**src/rtl/core/fwsd_pkg.sv**
```systemverilog
// fwsd_pkg: shared constants, tables and types of the four wheel steer duty mapper
// no dependencies
package fwsd_pkg;

  localparam int unsigned PREP_N     = 5;
  localparam int unsigned SQ_N       = 30;
  localparam int unsigned DIV_N      = 31;
  localparam int unsigned DUTY_N     = 14;
  localparam int unsigned CORDIC_N   = 22;
  localparam int unsigned CORDIC_LAT = CORDIC_N + 1;
  localparam int unsigned WHEEL_LAT  = PREP_N + SQ_N + DIV_N + DUTY_N;

  localparam logic [22:0] ATAN_Q16 [CORDIC_N] = '{
    23'd2949120, 23'd1740967, 23'd919879, 23'd466945, 23'd234379, 23'd117304,
    23'd58666, 23'd29335, 23'd14668, 23'd7334, 23'd3667, 23'd1833, 23'd917,
    23'd458, 23'd229, 23'd115, 23'd57, 23'd29, 23'd14, 23'd7, 23'd4, 23'd2
  };

  localparam logic [63:0] POLY_C0    = 64'd4024200 << 30;
  localparam logic [63:0] POLY_SCALE = 64'd1000000 << 30;
  localparam logic [26:0] DUTY_UNIT  = 27'd1000000;
  localparam logic [18:0] RATE_CLAMP = 19'd262144;

  typedef enum logic [2:0] {
    CFG_WHEEL_RADIUS = 3'd0,
    CFG_FRONT_LEN    = 3'd1,
    CFG_REAR_LEN     = 3'd2,
    CFG_TRACK        = 3'd3,
    CFG_MIN_DUTY     = 3'd4,
    CFG_MAX_DUTY     = 3'd5,
    CFG_MAX_STEER    = 3'd6,
    CFG_SPIN_DUTY    = 3'd7
  } cfg_idx_e;

  typedef struct packed {
    logic on;
    logic wneg;
  } ang_ctl_t;

endpackage

```
**src/rtl/core/fwsd_div.sv**
```systemverilog
// fwsd_div: pipelined restoring divider, one quotient bit per stage
// depends on fwsd_pkg
module fwsd_div import fwsd_pkg::*; (
  input  logic        clk_i,
  input  logic        rst_ni,
  input  logic        adv_i,
  input  logic [30:0] num_i,
  input  logic [9:0]  den_i,
  output logic [30:0] quo_o,
  output logic        zero_o
);

  logic [30:0] num_w [DIV_N+1];
  logic [9:0]  rem_w [DIV_N+1];
  logic [30:0] quo_w [DIV_N+1];
  logic        zer_w [DIV_N+1];

  assign num_w[0] = num_i;
  assign rem_w[0] = '0;
  assign quo_w[0] = '0;
  assign zer_w[0] = (num_i == '0);

  for (genvar s = 0; s < DIV_N; s++) begin : g_st
    logic [30:0] num_q, quo_q, quo_d;
    logic [9:0]  rem_q, rem_d;
    logic        zer_q;
    logic [10:0] cur;

    always_comb begin
      cur = {rem_w[s], num_w[s][30]};
      if (cur >= {1'b0, den_i}) begin
        rem_d = 10'(cur - {1'b0, den_i});
        quo_d = {quo_w[s][29:0], 1'b1};
      end else begin
        rem_d = cur[9:0];
        quo_d = {quo_w[s][29:0], 1'b0};
      end
    end

    always_ff @(posedge clk_i) begin
      if (adv_i) begin
        num_q <= {num_w[s][29:0], 1'b0};
        rem_q <= rem_d;
        quo_q <= quo_d;
        zer_q <= zer_w[s];
      end
    end

    assign num_w[s+1] = num_q;
    assign rem_w[s+1] = rem_q;
    assign quo_w[s+1] = quo_q;
    assign zer_w[s+1] = zer_q;
  end

  assign quo_o  = quo_w[DIV_N];
  assign zero_o = zer_w[DIV_N];

endmodule

```
**config.mk**
```make
export PLATFORM = sky130hd
export DESIGN_NAME = fwsd_div
export DESIGN_NICKNAME = d
export VERILOG_FILES = /design/src/rtl/core/fwsd_pkg.sv /design/src/rtl/core/fwsd_div.sv
export SDC_FILE = /design/constraint.sdc
export NUM_CORES = 2
export LEC_CHECK = 0
export BUFFER_PORTS_ARGS = -buffer_cell sky130_fd_sc_hd__buf_4
export CORE_MARGIN = 2
export CORE_UTILIZATION = 45
export DETAILED_ROUTE_END_ITERATION = 16
export GPL_TIMING_DRIVEN = 0
export PLACE_DENSITY = 0.59
export RECOVER_POWER = 50
export SYNTH_ARGS = -nofsm -noshare
export SYNTH_HDL_FRONTEND = slang
export SYNTH_SLANG_ARGS = --single-unit
```
**constraint.sdc**
```tcl
create_clock -name clk_i -period 9.75 [get_ports clk_i]
set_input_delay 0.975 -clock clk_i [delete_from_list [all_inputs] [get_ports clk_i]]
set_output_delay 0.975 -clock clk_i [all_outputs]
set_load 0.02 [all_outputs]
```
==> results.toml <==
[outcome]
status = "complete, but fails checks"
violations = "max-capacitance violations, max-slew violations"

[final_layout]
drive_gt1_share_pct = 12.7
num-nets-final = 3881
fin_cells = 5243
multi_input_area_um2 = 15800
regArea_um2 = 38800
n_antenna_cell = 0
fin_area_um2 = 62400
area_growth_pct = 13.4
fill_cells = 10064
fin_util_pct = 51.4

[timing]
finalSetupTns_ns = 0
finalHoldViolCount = 0
setup_slack_ns = 4.66
period_needed_ns = 5.09
worst_pin_slew_ns = 4.54
slew_headroom_pct = -202
max_freq_mhz = 196
rsz0062_at_grt = "no"
slew_violations = 364
finalSetupViolCount = 0
holdWs_ns = 0.405
finalClockSkew_ns = 0.0241
timing.final.crit_share_pct = 52.2

[logic_synthesis]
postSynthAreaPerCell_um2 = 16.8
ys_ff_latch = 1292
synth_top_area_cell = "edfxtp_1"
syn_inst = 3273
yosysWarnings = 0
synth_edf_count = 1292
syn_nets = 3648
yosysSeqAreaShare_pct = 70.5
yosys-top-cells-area = "edfxtp_1 70%, ha_1 6.9%, mux2_1 3.3%"
synth_common_cells = "1292 x edfxtp_1, 302 x ha_1, 166 x a21oi_1"
yosysMostFrequentCell = "edfxtp_1"
synth_ff_type = "edfxtp_1"
synth.top_cell.area_share_pct = 70.5
synth_cell_type_count = 50
synthArstFlopShare_pct = 0
syn-cell-area_um2 = 55100

[routing]
vias = 27149
drc = 0
viasPerCell = 5.18
drtIter0Drc = 2145
firstDrtPassIters = 5
totalWireLength_um = 88300
avgRoutedWirePerCell_um = 16.8
ant_nets = 0

[cts]
root_buffer = "clkbuf_16"
cts_tree = "built"
post_cts_buffers = 0
cts_hold_buf = 0
cts_resized = 0
cts_max_path_buffers = 3
insertion_delay_ns = 0.76
cts_buffers = 141
clk_pin_slew_worst_paths_ns = 0.06
clkSinkCount = 1292
htreeDepth = 4

[power]
vdd_drop_max_v = 0.000199
power.density_nw_per_um2 = 293
finalPower_mw = 18.3
total_leakage_power_nw = 22.5

[die]
die_x_um = 354
coreArea_um2 = 122000
pin_count = 76
num_rows = 128
fp.dieArea_um2 = 125000
die_y_um = 354
start_util_pct = 45.3

[worst_setup_path]
cp_slowest_cell = "clkbuf_2"
critPathMaxFanout = 174
end_kind = "register"
crit_path_max_incr_delay_ns = 2.93
crit_type = "input port to register"
cp-start-kind = "input port"
cp_cell_sequence = "buf_16 -> clkbuf_2 -> buf_16"
crit_arrival_ns = 5.46
required_ns = 10.11
path_common_cell = "buf_16"

[global_route]
antenna_found_initial = 0
grt_pass1_wl_um = 142000
grt_pass1_vias = 26819
grt_max_degree = 191
groute.usage.overall_pct = 14.3
grt_overflow = 0

[placement]
dp.cells = 4988
post-place-ws_ns = 5.81
dp_hpwl_um = 54400
numPortBuffers = 74
placed_cell_area_um2 = 58100
gp_congestion = 0.796

[worst_hold_path]
hold_class = "register to register"

[job]
drv_cap = 2
==> power by group <==
part,internal [mW],switching (mW),total (mW)
Sequential,7.46,0.413,7.87
Clock,2.93,2.12,5.05
Combinational,2.56,2.81,5.38
==> cells in the final DEF, fill, tap and decap left out, types with 31 or more instances in the layout <==
cell type  Yosys  layout
a21o_1        65      65
a21oi_1      166     166
buf_4          0      43
clkbuf_1       0      31
clkbuf_16      0     144
clkinv_1       0      34
edfxtp_1    1292    1292
ha_1         302     302
inv_1         99      90
inv_2         23      31
mux2_1       162     162
mux2_4        42      42
nand2_1      139     139
nand3_1       57      57
nor2_1        87      87
nor2b_1       36      36
nor4_1        71      71
o21a_1        36      36
o21ai_0       58      58
o31a_1        33      33
xnor2_1      144     144
xor2_1        59      59
==> critical path, delay by kind of cell <==
family                 cells  cell delay, ns
buffers and inverters      3            3.76
==> logic make-up after synthesis <==
group | count (synthesis) | synth area share, %
flip-flops | 1292 | 70.5
AO/OA/AOI/OAI | 580 | 7.56
AND/OR/NAND/NOR | 476 | 4.35
adder cells (fa/ha/maj) | 331 | 7.92
multiplexers | 261 | 5.56
XOR/XNOR | 203 | 3.23
buffers and inverters | 130 | 0.918
==> final timing paths <==
kind	startpoint	end	slack, ns	cells past startpoint
max reg2reg	g_st[14].num_q[30]$_DFFE_PP_	g_st[15].rem_q[8]$_DFFE_PP_	7.10	9
max	adv_i	g_st[26].quo_q[16]$_DFFE_PP_	4.66	3
min reg2reg	g_st[6].num_q[27]$_DFFE_PP_	g_st[7].num_q[28]$_DFFE_PP_	0.40	0
min	g_st[6].num_q[27]$_DFFE_PP_	g_st[7].num_q[28]$_DFFE_PP_	0.40	0
==> area by class of cell <==
cell class | count | share of cell area, %
Multi-Input combinational cell | 1851 | 25.2
Clock buffer | 166 | 5.91
Inverter | 129 | 0.806
Tap cell | 1625 | 3.26
Buffer | 1 | 0.00802
Sequential cell | 1292 | 62.2
Clock inverter | 89 | 1.22
Timing Repair Buffer | 90 | 1.41
==> registers in the layout, summed over array words and instances (netlist names) <==
register and count:
g_st.rem_q 300, g_st.zer_q 30, g_st.quo_q 465, g_st.num_q 465, quo_o 31, zero_o 1
==> layer usage <==
metal / global-route usage (%) / routed length (um)
met5: 0 / 0
met4: 5.63 / 2360
met3: 2.57 / 3190
met2: 22.7 / 41200
met1: 19.5 / 41500
Note: power is estimated with default switching activity, not from simulation.
