--- src/rtl/core/fwsd_pkg.sv ---
// fwsd_pkg: shared constants, tables and types of the four wheel steer duty mapper
// no dependencies
package fwsd_pkg;

  localparam int unsigned PREP_N     = 5;
  localparam int unsigned SQ_N       = 30;
  localparam int unsigned DIV_N      = 31;
  localparam int unsigned DUTY_N     = 14;
  localparam int unsigned CORDIC_N   = 22;
  localparam int unsigned CORDIC_LAT = CORDIC_N + 1;
  localparam int unsigned WHEEL_LAT  = PREP_N + SQ_N + DIV_N + DUTY_N;

  localparam logic [22:0] ATAN_Q16 [CORDIC_N] = '{
    23'd2949120, 23'd1740967, 23'd919879, 23'd466945, 23'd234379, 23'd117304,
    23'd58666, 23'd29335, 23'd14668, 23'd7334, 23'd3667, 23'd1833, 23'd917,
    23'd458, 23'd229, 23'd115, 23'd57, 23'd29, 23'd14, 23'd7, 23'd4, 23'd2
  };

  localparam logic [63:0] POLY_C0    = 64'd4024200 << 30;
  localparam logic [63:0] POLY_SCALE = 64'd1000000 << 30;
  localparam logic [26:0] DUTY_UNIT  = 27'd1000000;
  localparam logic [18:0] RATE_CLAMP = 19'd262144;

  typedef enum logic [2:0] {
    CFG_WHEEL_RADIUS = 3'd0,
    CFG_FRONT_LEN    = 3'd1,
    CFG_REAR_LEN     = 3'd2,
    CFG_TRACK        = 3'd3,
    CFG_MIN_DUTY     = 3'd4,
    CFG_MAX_DUTY     = 3'd5,
    CFG_MAX_STEER    = 3'd6,
    CFG_SPIN_DUTY    = 3'd7
  } cfg_idx_e;

  typedef struct packed {
    logic on;
    logic wneg;
  } ang_ctl_t;

endpackage

--- src/rtl/core/fwsd_isqrt.sv ---
// fwsd_isqrt: pipelined integer square root, two radicand bits per stage
// depends on fwsd_pkg
module fwsd_isqrt import fwsd_pkg::*; (
  input  logic        clk_i,
  input  logic        rst_ni,
  input  logic        adv_i,
  input  logic [59:0] rad_i,
  output logic [29:0] root_o
);

  logic [59:0] rad_w  [SQ_N+1];
  logic [31:0] rem_w  [SQ_N+1];
  logic [29:0] root_w [SQ_N+1];

  assign rad_w[0]  = rad_i;
  assign rem_w[0]  = '0;
  assign root_w[0] = '0;

  for (genvar s = 0; s < SQ_N; s++) begin : g_st
    logic [59:0] rad_q;
    logic [31:0] rem_q, rem_d;
    logic [29:0] root_q, root_d;
    logic [32:0] cur, trial;

    always_comb begin
      cur   = {rem_w[s][30:0], rad_w[s][59:58]};
      trial = {1'b0, root_w[s], 2'b01};
      if (cur >= trial) begin
        rem_d  = 32'(cur - trial);
        root_d = {root_w[s][28:0], 1'b1};
      end else begin
        rem_d  = cur[31:0];
        root_d = {root_w[s][28:0], 1'b0};
      end
    end

    always_ff @(posedge clk_i) begin
      if (adv_i) begin
        rad_q  <= {rad_w[s][57:0], 2'b00};
        rem_q  <= rem_d;
        root_q <= root_d;
      end
    end

    assign rad_w[s+1]  = rad_q;
    assign rem_w[s+1]  = rem_q;
    assign root_w[s+1] = root_q;
  end

  assign root_o = root_w[SQ_N];

endmodule

--- config.mk ---
export PLATFORM = sky130hd
export DESIGN_NAME = fwsd_isqrt
export DESIGN_NICKNAME = d
export VERILOG_FILES = /design/src/rtl/core/fwsd_pkg.sv /design/src/rtl/core/fwsd_isqrt.sv
export SDC_FILE = /design/constraint.sdc
export NUM_CORES = 2
export LEC_CHECK = 0
export ABC_AREA = 1
export BUFFER_PORTS_ARGS = -buffer_cell sky130_fd_sc_hd__buf_2
export CORE_MARGIN = 2
export CORE_UTILIZATION = 55
export CTS_CLUSTER_DIAMETER = 120
export DETAILED_ROUTE_END_ITERATION = 8
export PLACE_DENSITY = 0.79
export SYNTH_ARGS = -nofsm -noshare
export SYNTH_HDL_FRONTEND = slang
export SYNTH_SLANG_ARGS = --single-unit
--- constraint.sdc ---
create_clock -name clk_i -period 2.5 [get_ports clk_i]
set_clock_uncertainty 0.1 [all_clocks]
set_input_delay 0.375 -clock clk_i [delete_from_list [all_inputs] [get_ports clk_i]]
set_output_delay 0.375 -clock clk_i [all_outputs]
set_load 0.03 [all_outputs]
==> flow_summary_export.csv <==
group,metric,value,unit
run_status,run_status,"finished clean",
final_layout,nFillCells,17600,
sta,rsz0062_at_grt,"yes",
detailed_routing,drtIter0Drc,9375,
synth,synthCells,13800,
final_layout,seq_area,65400,um^2
final_layout,area_delta_synth_final,17.6,%
detailed_routing,drt_wl_total,307000,um
power,power-per-cell-area,795,nW/um^2
global_routing,grt_max_degree,104,
synth,yosys.area_share.xor_xnor,2.49,%
die,design.die.area,223000,um^2
placed_design,dp_cells,17300,
min_path,hold_path.class,"input pin to flip-flop",
clock_tree,clkSinkCount,2178,
die,die_y,472,um
die,design.portCount,93,
final_layout,drive_gt1_share,13.0,%
die,coreArea,217000,um^2
sta,clock.fmax,402,MHz
clock_tree,clk_pin_slew_worst_paths,60,ps
final_layout,final_cell_mix,"nand2_1 (4679), inv_1 (2333), edfxtp_1 (2178), nor2_1 (996), nand3_1 (830)",
synth,yosys.cell_types.count,58,
placed_design,placed_area,129000,um^2
clock_tree,root_buffer,"clkbuf_16",
power,ir_worst_vdd,0.000782,V
detailed_routing,firstDrtPassIters,6,
placed_design,port_buffers,91,
setup_path,cp-end-kind,"flip-flop",
synth,synth_edf_count,2178,
synth,synth_compound_area_share,3.79,%
setup_path,cp_cell_sequence,"ha_4 -> nand2_1 -> inv_1 -> nand2_1 -> inv_1 -> nand2_1 -> nand2_2 -> nand2_2 -> nand2_2 -> nor2_4 -> clkinvlp_4 -> buf_4",
synth,synth_seq_cells,2178,
global_routing,grt_pass1_vias,87700,
die,die_w,472,um
detailed_routing,route.detailed.drc,0,
global_routing,grt_use_total,26.6,%
setup_path,worstPathArrival,3030,ps
setup_path,cp_top_family,"simple AND/OR/NAND/NOR gates",
synth,synthAdderAreaFrac,5.19,%
placed_design,globalplace.congestion,0.976,
setup_path,critPathRequiredTime,3040,ps
detailed_routing,detail_route.vias_per_cell,5.22,
final_layout,layout_commonest_cell,"nand2_1",
synth,ys.flop_type,"edfxtp_1",
synth,syn_nets,14400,
sta,worst_pin_slew,652,ps
clock_tree,cts-buffers-inserted,220,
setup_path,critPathMaxFanout,6,
sta,period_share,99.5,%
clock_tree,ctsLongestPathBuffers,3,
sta,finalHoldViolCount,0,
synth,yosysWarnings,0,
final_layout,fin_util,65.1,%
synth,yosysSeqAreaShare,54.3,%
final_layout,multi_input_area,48200,um^2
setup_path,worst_setup_path_start_kind,"flip-flop",
synth,avgSynthCellArea,8.70,um^2
synth,syn-cell-area,120000,um^2
sta,min_period,2490,ps
global_routing,grt_pass1_wl,468000,um
global_routing,grt_antenna_before_repair,1,
placed_design,dp_hpwl,233000,um
die,initial_core_util,55.4,%
sta,max-slew-margin-rel,56.5,%
sta,slew_viol_final,0,
synth,synth-simple-area-share,26.0,%
synth,async_flop_share,0,%
setup_path,cp.buffers_inverters,4,
synth,synth_top_family_by_area,"simple AND/OR/NAND/NOR gates",
clock_tree,htreeDepth,4,
detailed_routing,num_vias,93400,
power,power.leakage,64.5,nW
clock_tree,cts_tree,"built",
detailed_routing,wl_per_cell,17.1,um
detailed_routing,ant_nets,0,
global_routing,overflow,0,
setup_path,critPathMaxStageDelay,500,ps
die,rows,171,
final_layout,final_area,141000,um^2
clock_tree,clk_latency,880,ps
final_layout,nets,15400,
flow_run,drv_cap,0,
sta,setup_viol,0,
setup_path,critPathKind,"flip-flop to flip-flop",
final_layout,final_cells,17900,
setup_path,slowest_stage,"edfxtp_1",
synth,synth_mux_area_share,0,%
==> cells by family (layout without fill, tap and decap cells) <==
logic type | Yosys count | in the layout
AND/OR/NAND/NOR | 7434 | 7438
other | 1 | 4
flip-flops | 2178 | 2178
AO/OA/AOI/OAI | 863 | 863
adder cells (fa/ha/maj) | 499 | 499
XOR/XNOR | 342 | 342
buffers and inverters | 2514 | 3709
==> worst register-to-register path, delay by kind of cell (launching register included) <==
kind | cells | cell delay [ps]
simple gates | 7 | 780
fa+ha+maj | 1 | 300
flops | 1 | 500
buf+inv | 4 | 540
==> state kept, by name (all words and copies together), names as in the netlist <==
signal	flops
g_st.rad_q	870
g_st.rem_q	843
g_st.root_q	435
root_o	30
==> through the flow <==
step | hold WS, ps | setup TNS, ps | power (mW) | setup slack [ps]
4_1_cts | 24.0 | -11.8 | 111 | -11.8
3_3_place_gp | 300 | -109 | 76.0 | -42.8
6_report | 92.6 | 0 | 113 | 11.7
2_1_floorplan | 300 | 0 | 66.2 | 303
5_1_grt | 70.7 | -1580 | 118 | -77.2
3_5_place_dp | 305 | -95.9 | 76.4 | -33.0
==> repair_timing <==
| action | in CTS | in global routing |
|---|---|---|
| endpoints found under the setup margin | 20 | 617 |
| setup buffers | 7 | 114 |
| hold buffers | 62 | 0 |
| hold endpoints to repair | 212 | 0 |
| gates cloned | 0 | 4 |
| resized for setup | 10 | 564 |
| pin swaps | 1 | 63 |
==> synth_stat cells (32+ instances only) <==
cell type  number  area, um^2
or2_2          48         300
buf_2          51         255
ha_1          499        6240
o21ai_1        52         260
nand3_1       845        4230
nor2_1       1096        4110
a21oi_1       513        2570
nor3_1        155         776
nand3b_1       92         691
inv_1        2357        8850
o21ai_0       217        1090
buf_4          45         338
nand2_1      4735       17800
edfxtp_1     2178       65400
xnor2_1        87         762
xor2_1        255        2230
nand3_2        35         350
nand4_1       191        1190
nor2_2         32         200
and2_1         61         382
o21bai_1       33         248
==> worst paths after layout <==
check / start / endpoint / slack, ps / cells after the start
setup reg to reg: g_st[11].rem_q[4] / g_st[12].root_q[0] / 10 / 12
hold / removal: rad_i[41] / g_st[0].rad_q[43] / 90 / 2
setup / recovery: g_st[11].rem_q[4] / g_st[12].root_q[0] / 10 / 12
hold reg to reg: g_st[3].rad_q[8] / g_st[4].rad_q[10] / 280 / 0
==> cell type report <==
type	count	share of cell area, %
clock inverter	175	1.43
sequential	2178	46.2
inverter	2387	6.35
multi-input combinational	9143	34.1
tap	2854	2.52
timing repair buffer	905	5.42
clock buffer	242	3.96
antenna	3	0.00531
==> power by group <==
part | switching, mW | internal [mW]
logic | 18.6 | 11.2
registers | 3.18 | 45.5
clock network | 14.6 | 19.5
==> per-layer routing <==
layer / global-route usage (%) / vias up / part of all wire (%)
met1: 35.3 / 42900 / 42
met2: 44.7 / 3122 / 48
met5: 0 / - / 0
met4: 10.2 / 0 / 4.1
met3: 3.23 / 669 / 6.1
li1: - / 46700 / -
Power figures use the tool's default switching activity.
