File: src/rtl/core/fwsd_pkg.sv
// fwsd_pkg: shared constants, tables and types of the four wheel steer duty mapper
// no dependencies
package fwsd_pkg;

  localparam int unsigned PREP_N     = 5;
  localparam int unsigned SQ_N       = 30;
  localparam int unsigned DIV_N      = 31;
  localparam int unsigned DUTY_N     = 14;
  localparam int unsigned CORDIC_N   = 22;
  localparam int unsigned CORDIC_LAT = CORDIC_N + 1;
  localparam int unsigned WHEEL_LAT  = PREP_N + SQ_N + DIV_N + DUTY_N;

  localparam logic [22:0] ATAN_Q16 [CORDIC_N] = '{
    23'd2949120, 23'd1740967, 23'd919879, 23'd466945, 23'd234379, 23'd117304,
    23'd58666, 23'd29335, 23'd14668, 23'd7334, 23'd3667, 23'd1833, 23'd917,
    23'd458, 23'd229, 23'd115, 23'd57, 23'd29, 23'd14, 23'd7, 23'd4, 23'd2
  };

  localparam logic [63:0] POLY_C0    = 64'd4024200 << 30;
  localparam logic [63:0] POLY_SCALE = 64'd1000000 << 30;
  localparam logic [26:0] DUTY_UNIT  = 27'd1000000;
  localparam logic [18:0] RATE_CLAMP = 19'd262144;

  typedef enum logic [2:0] {
    CFG_WHEEL_RADIUS = 3'd0,
    CFG_FRONT_LEN    = 3'd1,
    CFG_REAR_LEN     = 3'd2,
    CFG_TRACK        = 3'd3,
    CFG_MIN_DUTY     = 3'd4,
    CFG_MAX_DUTY     = 3'd5,
    CFG_MAX_STEER    = 3'd6,
    CFG_SPIN_DUTY    = 3'd7
  } cfg_idx_e;

  typedef struct packed {
    logic on;
    logic wneg;
  } ang_ctl_t;

endpackage

File: src/rtl/core/fwsd_duty.sv
// fwsd_duty: pipelined cubic rate-to-duty polynomial with dead zone and saturation
// depends on fwsd_pkg
module fwsd_duty import fwsd_pkg::*; (
  input  logic              clk_i,
  input  logic              rst_ni,
  input  logic              adv_i,
  input  logic [30:0]       rate_i,
  input  logic              zero_i,
  input  logic [6:0]        min_duty_i,
  input  logic [6:0]        max_duty_i,
  output logic signed [7:0] duty_o
);

  typedef struct packed {
    logic zero;
    logic neg;
    logic lo;
    logic hi;
  } duty_ctl_t;

  localparam int unsigned QN = 7;

  logic [18:0] r1_q, r2_r_q;
  logic [37:0] r2_q;
  logic [56:0] r3_q;
  logic [39:0] p1_q;
  logic [49:0] p2_q;
  logic [63:0] pos_q, neg_q, mag_q;
  logic        z1_q, z2_q, z3_q, z4_q, z5_q, ng5_q;
  duty_ctl_t   c6_q;
  logic [26:0] x6_q;

  always_ff @(posedge clk_i) begin
    if (adv_i) begin
      r1_q   <= (rate_i > 31'(RATE_CLAMP)) ? RATE_CLAMP : rate_i[18:0];
      z1_q   <= zero_i;
      r2_q   <= 38'(r1_q) * 38'(r1_q);
      r2_r_q <= r1_q;
      z2_q   <= z1_q;
      r3_q   <= 57'(r2_q) * 57'(r2_r_q);
      p1_q   <= 40'(r2_r_q) * 40'd1842400;
      p2_q   <= 50'(r2_q) * 50'd15540;
      z3_q   <= z2_q;
      pos_q  <= POLY_C0 + {4'd0, p1_q, 20'd0} + {4'd0, p2_q, 10'd0};
      neg_q  <= 64'(r3_q) * 64'd216;
      z4_q   <= z3_q;
      ng5_q  <= neg_q > pos_q;
      mag_q  <= (neg_q > pos_q) ? neg_q - pos_q : pos_q - neg_q;
      z5_q   <= z4_q;
      c6_q.zero <= z5_q;
      c6_q.neg  <= ng5_q;
      c6_q.lo   <= mag_q < 64'(min_duty_i) * POLY_SCALE;
      c6_q.hi   <= mag_q > 64'(max_duty_i) * POLY_SCALE;
      x6_q      <= mag_q[56:30];
    end
  end

  logic [26:0] rem_w [QN+1];
  logic [6:0]  quo_w [QN+1];
  duty_ctl_t   ctl_w [QN+1];

  assign rem_w[0] = x6_q;
  assign quo_w[0] = '0;
  assign ctl_w[0] = c6_q;

  for (genvar j = 0; j < QN; j++) begin : g_q
    localparam logic [26:0] THR = DUTY_UNIT << (QN - 1 - j);
    logic [26:0] rem_q;
    logic [6:0]  quo_q;
    duty_ctl_t   ctl_q;

    always_ff @(posedge clk_i) begin
      if (adv_i) begin
        if (rem_w[j] >= THR) begin
          rem_q <= rem_w[j] - THR;
          quo_q <= quo_w[j] | 7'(1 << (QN - 1 - j));
        end else begin
          rem_q <= rem_w[j];
          quo_q <= quo_w[j];
        end
        ctl_q <= ctl_w[j];
      end
    end

    assign rem_w[j+1] = rem_q;
    assign quo_w[j+1] = quo_q;
    assign ctl_w[j+1] = ctl_q;
  end

  logic [6:0]        dm;
  logic signed [7:0] duty_d, duty_q;

  always_comb begin
    if (ctl_w[QN].lo) begin
      dm = '0;
    end else if (ctl_w[QN].hi) begin
      dm = max_duty_i;
    end else begin
      dm = quo_w[QN];
    end
    if (ctl_w[QN].zero) begin
      duty_d = '0;
    end else if (ctl_w[QN].neg) begin
      duty_d = -$signed({1'b0, dm});
    end else begin
      duty_d = $signed({1'b0, dm});
    end
  end

  always_ff @(posedge clk_i) begin
    if (adv_i) begin
      duty_q <= duty_d;
    end
  end

  assign duty_o = duty_q;

endmodule
File: config.mk
export PLATFORM = sky130hd
export DESIGN_NAME = fwsd_duty
export DESIGN_NICKNAME = d
export VERILOG_FILES = /design/src/rtl/core/fwsd_pkg.sv /design/src/rtl/core/fwsd_duty.sv
export SDC_FILE = /design/constraint.sdc
export NUM_CORES = 2
export LEC_CHECK = 0
export BUFFER_PORTS_ARGS = -buffer_cell sky130_fd_sc_hd__buf_2
export CAP_MARGIN = 20
export CORE_MARGIN = 1
export CORE_UTILIZATION = 30
export CTS_CLUSTER_DIAMETER = 200
export DETAILED_ROUTE_END_ITERATION = 16
export GPL_ROUTABILITY_DRIVEN = 0
export SLEW_MARGIN = 20
export SYNTH_ARGS = -nofsm -noshare
export SYNTH_HDL_FRONTEND = slang
export SYNTH_SLANG_ARGS = --single-unit
File: constraint.sdc
create_clock -name clk_i -period 7.7 [get_ports clk_i]
set_input_delay 0.77 -clock clk_i [delete_from_list [all_inputs] [get_ports clk_i]]
set_output_delay 0.77 -clock clk_i [all_outputs]
set_load 0.01 [all_outputs]
==> flow_summary.yaml <==
logic_synthesis:
  synth.yosys.seq_area_share: 0.2187
  avgSynthCellArea_um2: 9.921
  synth_area_um2: 87600
  synth_edf_count: 638
  ys_ff_latch: 638
  yosysWarnings: 0
  ys_async_sr_fraction: 0
  syn_nets: 11156
  ys_types: 96
  synthCells: 8830
  yosys_most_used_dff: "edfxtp_1"
timing:
  finalCriticalPeriod_ns: 7.337
  max-slew-margin-rel: 0.4015
  finalSetupViolations: 0
  rsz0062_at_grt: "false"
  fin_crit_sh: 0.9529
  max_freq_mhz: 136.3
  setup_tns_ns: 0
  hold_viol: 0
  slew_violations: 0
  tightest_slew_ns: 0.8955
  fin_skew_ns: 0.08186
clock_network:
  cts.path.max_buffers: 3
  htreeDepth: 3
  clkTransAtPathRegs_ns: 0.06
  clock_latency_ns: 0.71
  cts_tree: "built"
  cts_root_buffer: "clkbuf_16"
  cts_made_buffers: 72
  clkSinkCount: 638
critical_path:
  critical_path_class: "reg2reg"
  crit_arrival_ns: 7.77
  cp-start-kind: "flip-flop"
  worstPathRequired_ns: 8.14
  path_max_fanout: 14
  end_kind: "flip-flop"
detailed_routing:
  vias: 58710
  routed_wl_mm: 195.4
  ant_nets: 0
  drcViolationCount: 0
  vias_per_cell: 4.572
  drtIter0Drc: 2831
  dr.pass1.iters: 8
  routed-wl-met2_mm: 93.59
  avgRoutedWirePerCell_um: 15.22
  wl_met3_mm: 6.714
  wl_met1_mm: 90.89
  routed.top_layer: "met4"
cells_and_area:
  area_growth_pct: 9.178
  fill_cells: 29720
  layout.nets: 11214
  antenna_cells: 0
  drive_gt1_frac: 0.04518
flow_run:
  maxCapViolations: 0
placed_design:
  io_buffers: 55
  dp_hpwl_mm: 162.6
run_status:
  status: "complete, no violations"
grt:
  grt.total_usage: 0.1347
  grt_start_max_net_pins: 111
  grt_pass1_wl_mm: 320.9
  grt_pass1_vias: 61692
  antenna_found_initial: 4
  grt_overflow: 0
floorplan:
  core_um2: 290600
  io_pins: 57
  die_x_um: 542.4
  initial_core_util: 0.3015
  rows: 198
  die_h_um: 542.4
  die_area_um2: 294200
min_path:
  holdCritPathClass: "in2reg"
-- cells in the final DEF, fill, tap and decap left out, types with 13 or more instances in the layout --
cell type / instances
inv_1: 1971
fa_1: 1281
ha_1: 996
nand2_1: 708
edfxtp_1: 638
and2_1: 448
a21oi_1: 426
xnor2_1: 294
nor2_1: 288
o21ai_0: 218
a21o_1: 210
buf_4: 176
xor2_1: 151
nand4_1: 80
nand3_1: 73
clkbuf_16: 72
o21bai_1: 70
nor3_1: 57
buf_2: 54
nor2b_1: 50
nor4_1: 48
a31oi_1: 48
nand2b_1: 46
o21a_1: 41
a211oi_1: 33
o31ai_1: 31
and3_1: 28
o211ai_1: 23
o21ai_1: 23
or3_1: 22
mux2i_1: 21
or2_2: 20
clkinv_1: 16
and4_1: 16
clkbuf_1: 15
buf_12: 13
-- sequential cells by signal (all words and copies together), names as in the netlist --
| register | count |
|---|---|
| ctl_w | 28 |
| z2_q | 1 |
| neg_q | 61 |
| r2_r_q | 19 |
| z4_q | 1 |
| x6_q | 27 |
| z3_q | 1 |
| g_q.rem_q | 156 |
| z5_q | 1 |
| c6_q | 4 |
| p1_q | 34 |
| z1_q | 1 |
| r1_q | 19 |
| ng5_q | 1 |
| r3_q | 57 |
| pos_q | 48 |
| g_q.quo_q | 28 |
| p2_q | 46 |
| mag_q | 61 |
| r2_q | 36 |
| duty_o | 8 |
-- path summary, 6_finish.rpt --
| kind | from | to | slack (ns) | cells past startpoint |
|---|---|---|---|---|
| worst max register to register | r2_q[8]$_DFFE_PP_ | r3_q[56]$_DFFE_PP_ | 0.36 | 22 |
| worst min-delay path | zero_i | z1_q$_DFFE_PP_ | 0.31 | 1 |
| worst min register to register | ctl_w[9]$_DFFE_PP_ | ctl_w[5]$_DFFE_PP_ | 0.40 | 0 |
| worst max-delay path | r2_q[8]$_DFFE_PP_ | r3_q[56]$_DFFE_PP_ | 0.36 | 22 |
-- cells by family after synthesis --
family,Yosys count,share of synthesized area
multiplexers,25,0.002914
AO/OA/AOI/OAI,1286,0.09395
adder cells (fa/ha/maj),2277,0.4350
flip-flops,638,0.2187
AND/OR/NAND/NOR,1924,0.1085
XOR/XNOR,445,0.04449
buffers and inverters,2235,0.09646
-- cell usage after synthesis (all sizes together) (23+ instances only) --
cell type | n | area (um2)
a31oi | 49 | 312.8
nor2 | 288 | 1081
xnor2 | 294 | 2575
buf | 39 | 205.2
nand3 | 73 | 365.4
nor4 | 50 | 325.3
clkbuf | 221 | 829.6
nand2 | 708 | 2658
inv | 1972 | 7405
and3 | 28 | 175.2
o21a | 41 | 307.8
edfxtp | 638 | 19160
and2 | 448 | 2803
fa | 1281 | 25640
nand4 | 80 | 500.5
nand2b | 46 | 287.8
o21ai | 242 | 1222
nor3 | 59 | 305.3
o211ai | 23 | 172.7
a211oi | 36 | 287.8
a21o | 210 | 1577
o21bai | 71 | 533.0
a21oi | 427 | 2141
o31ai | 32 | 245.2
ha | 996 | 12460
xor2 | 151 | 1323
nor2b | 50 | 312.8
-- final cells by class --
| class | count | area [um2] | share of cell area |
|---|---|---|---|
| clock inverter | 41 | 425.4 | 0.004448 |
| tap | 3900 | 4880 | 0.05102 |
| clock buffer | 87 | 1858 | 0.01943 |
| inverter | 1975 | 7416 | 0.07754 |
| timing repair buffer | 244 | 1867 | 0.01952 |
| sequential | 638 | 19160 | 0.2003 |
| multi-input combinational | 5957 | 60040 | 0.6277 |
-- stage by stage --
| stage | utilization | instances | cell area (um2) | hold slack, ns | setup WS (ns) |
|---|---|---|---|---|---|
| after CTS | 0.3287 | 12833 | 95530 | 0.2577 | 0.09605 |
| after detailed placement | 0.3209 | 12705 | 93250 | 0.4045 | 0.09559 |
| after global routing | 0.3291 | 12842 | 95640 | 0.2716 | 0.05141 |
| final | 0.3291 | 12842 | 95640 | 0.3142 | 0.3628 |
| after global placement | 0.3209 | 12705 | 93250 | 0.4022 | 0.1066 |
| after floorplan | - | 8830 | 87600 | 0.4003 | 0.7998 |
-- per-layer routing --
| metal | global-route usage | vias to the layer above |
|---|---|---|
| met4 | 0.03095 | 0 |
| met1 | 0.1783 | 29139 |
| met5 | 0 | - |
| met2 | 0.2353 | 920 |
| met3 | 0.01313 | 225 |
| li1 | - | 28426 |
-- what timing repair did --
action / CTS / global route
setup endpoints to repair: 0 / 20
hold buffers: 0 / 0
buffers inserted: 0 / 9
resized for setup: 0 / 5
-- critical path, stage by stage, from the launching register on --
cell,delay [ns]
edfxtp_1,0.70
buf_4,0.37
nand2_1,0.13
fa_1,0.55
inv_1,0.05
fa_1,0.56
fa_1,0.43
fa_1,0.48
fa_1,0.49
inv_1,0.05
fa_1,0.48
inv_1,0.04
ha_1,0.28
a21oi_1,0.25
o21ai_1,0.15
a221o_1,0.37
a2111oi_4,0.45
o41ai_2,0.13
buf_4,0.16
a311o_1,0.40
a31oi_1,0.29
a31oi_1,0.14
xnor2_1,0.14
Power is left out: the tool's default activity adds up to more than one toggle a clock period on the data nets, which glitch-free logic cannot reach.
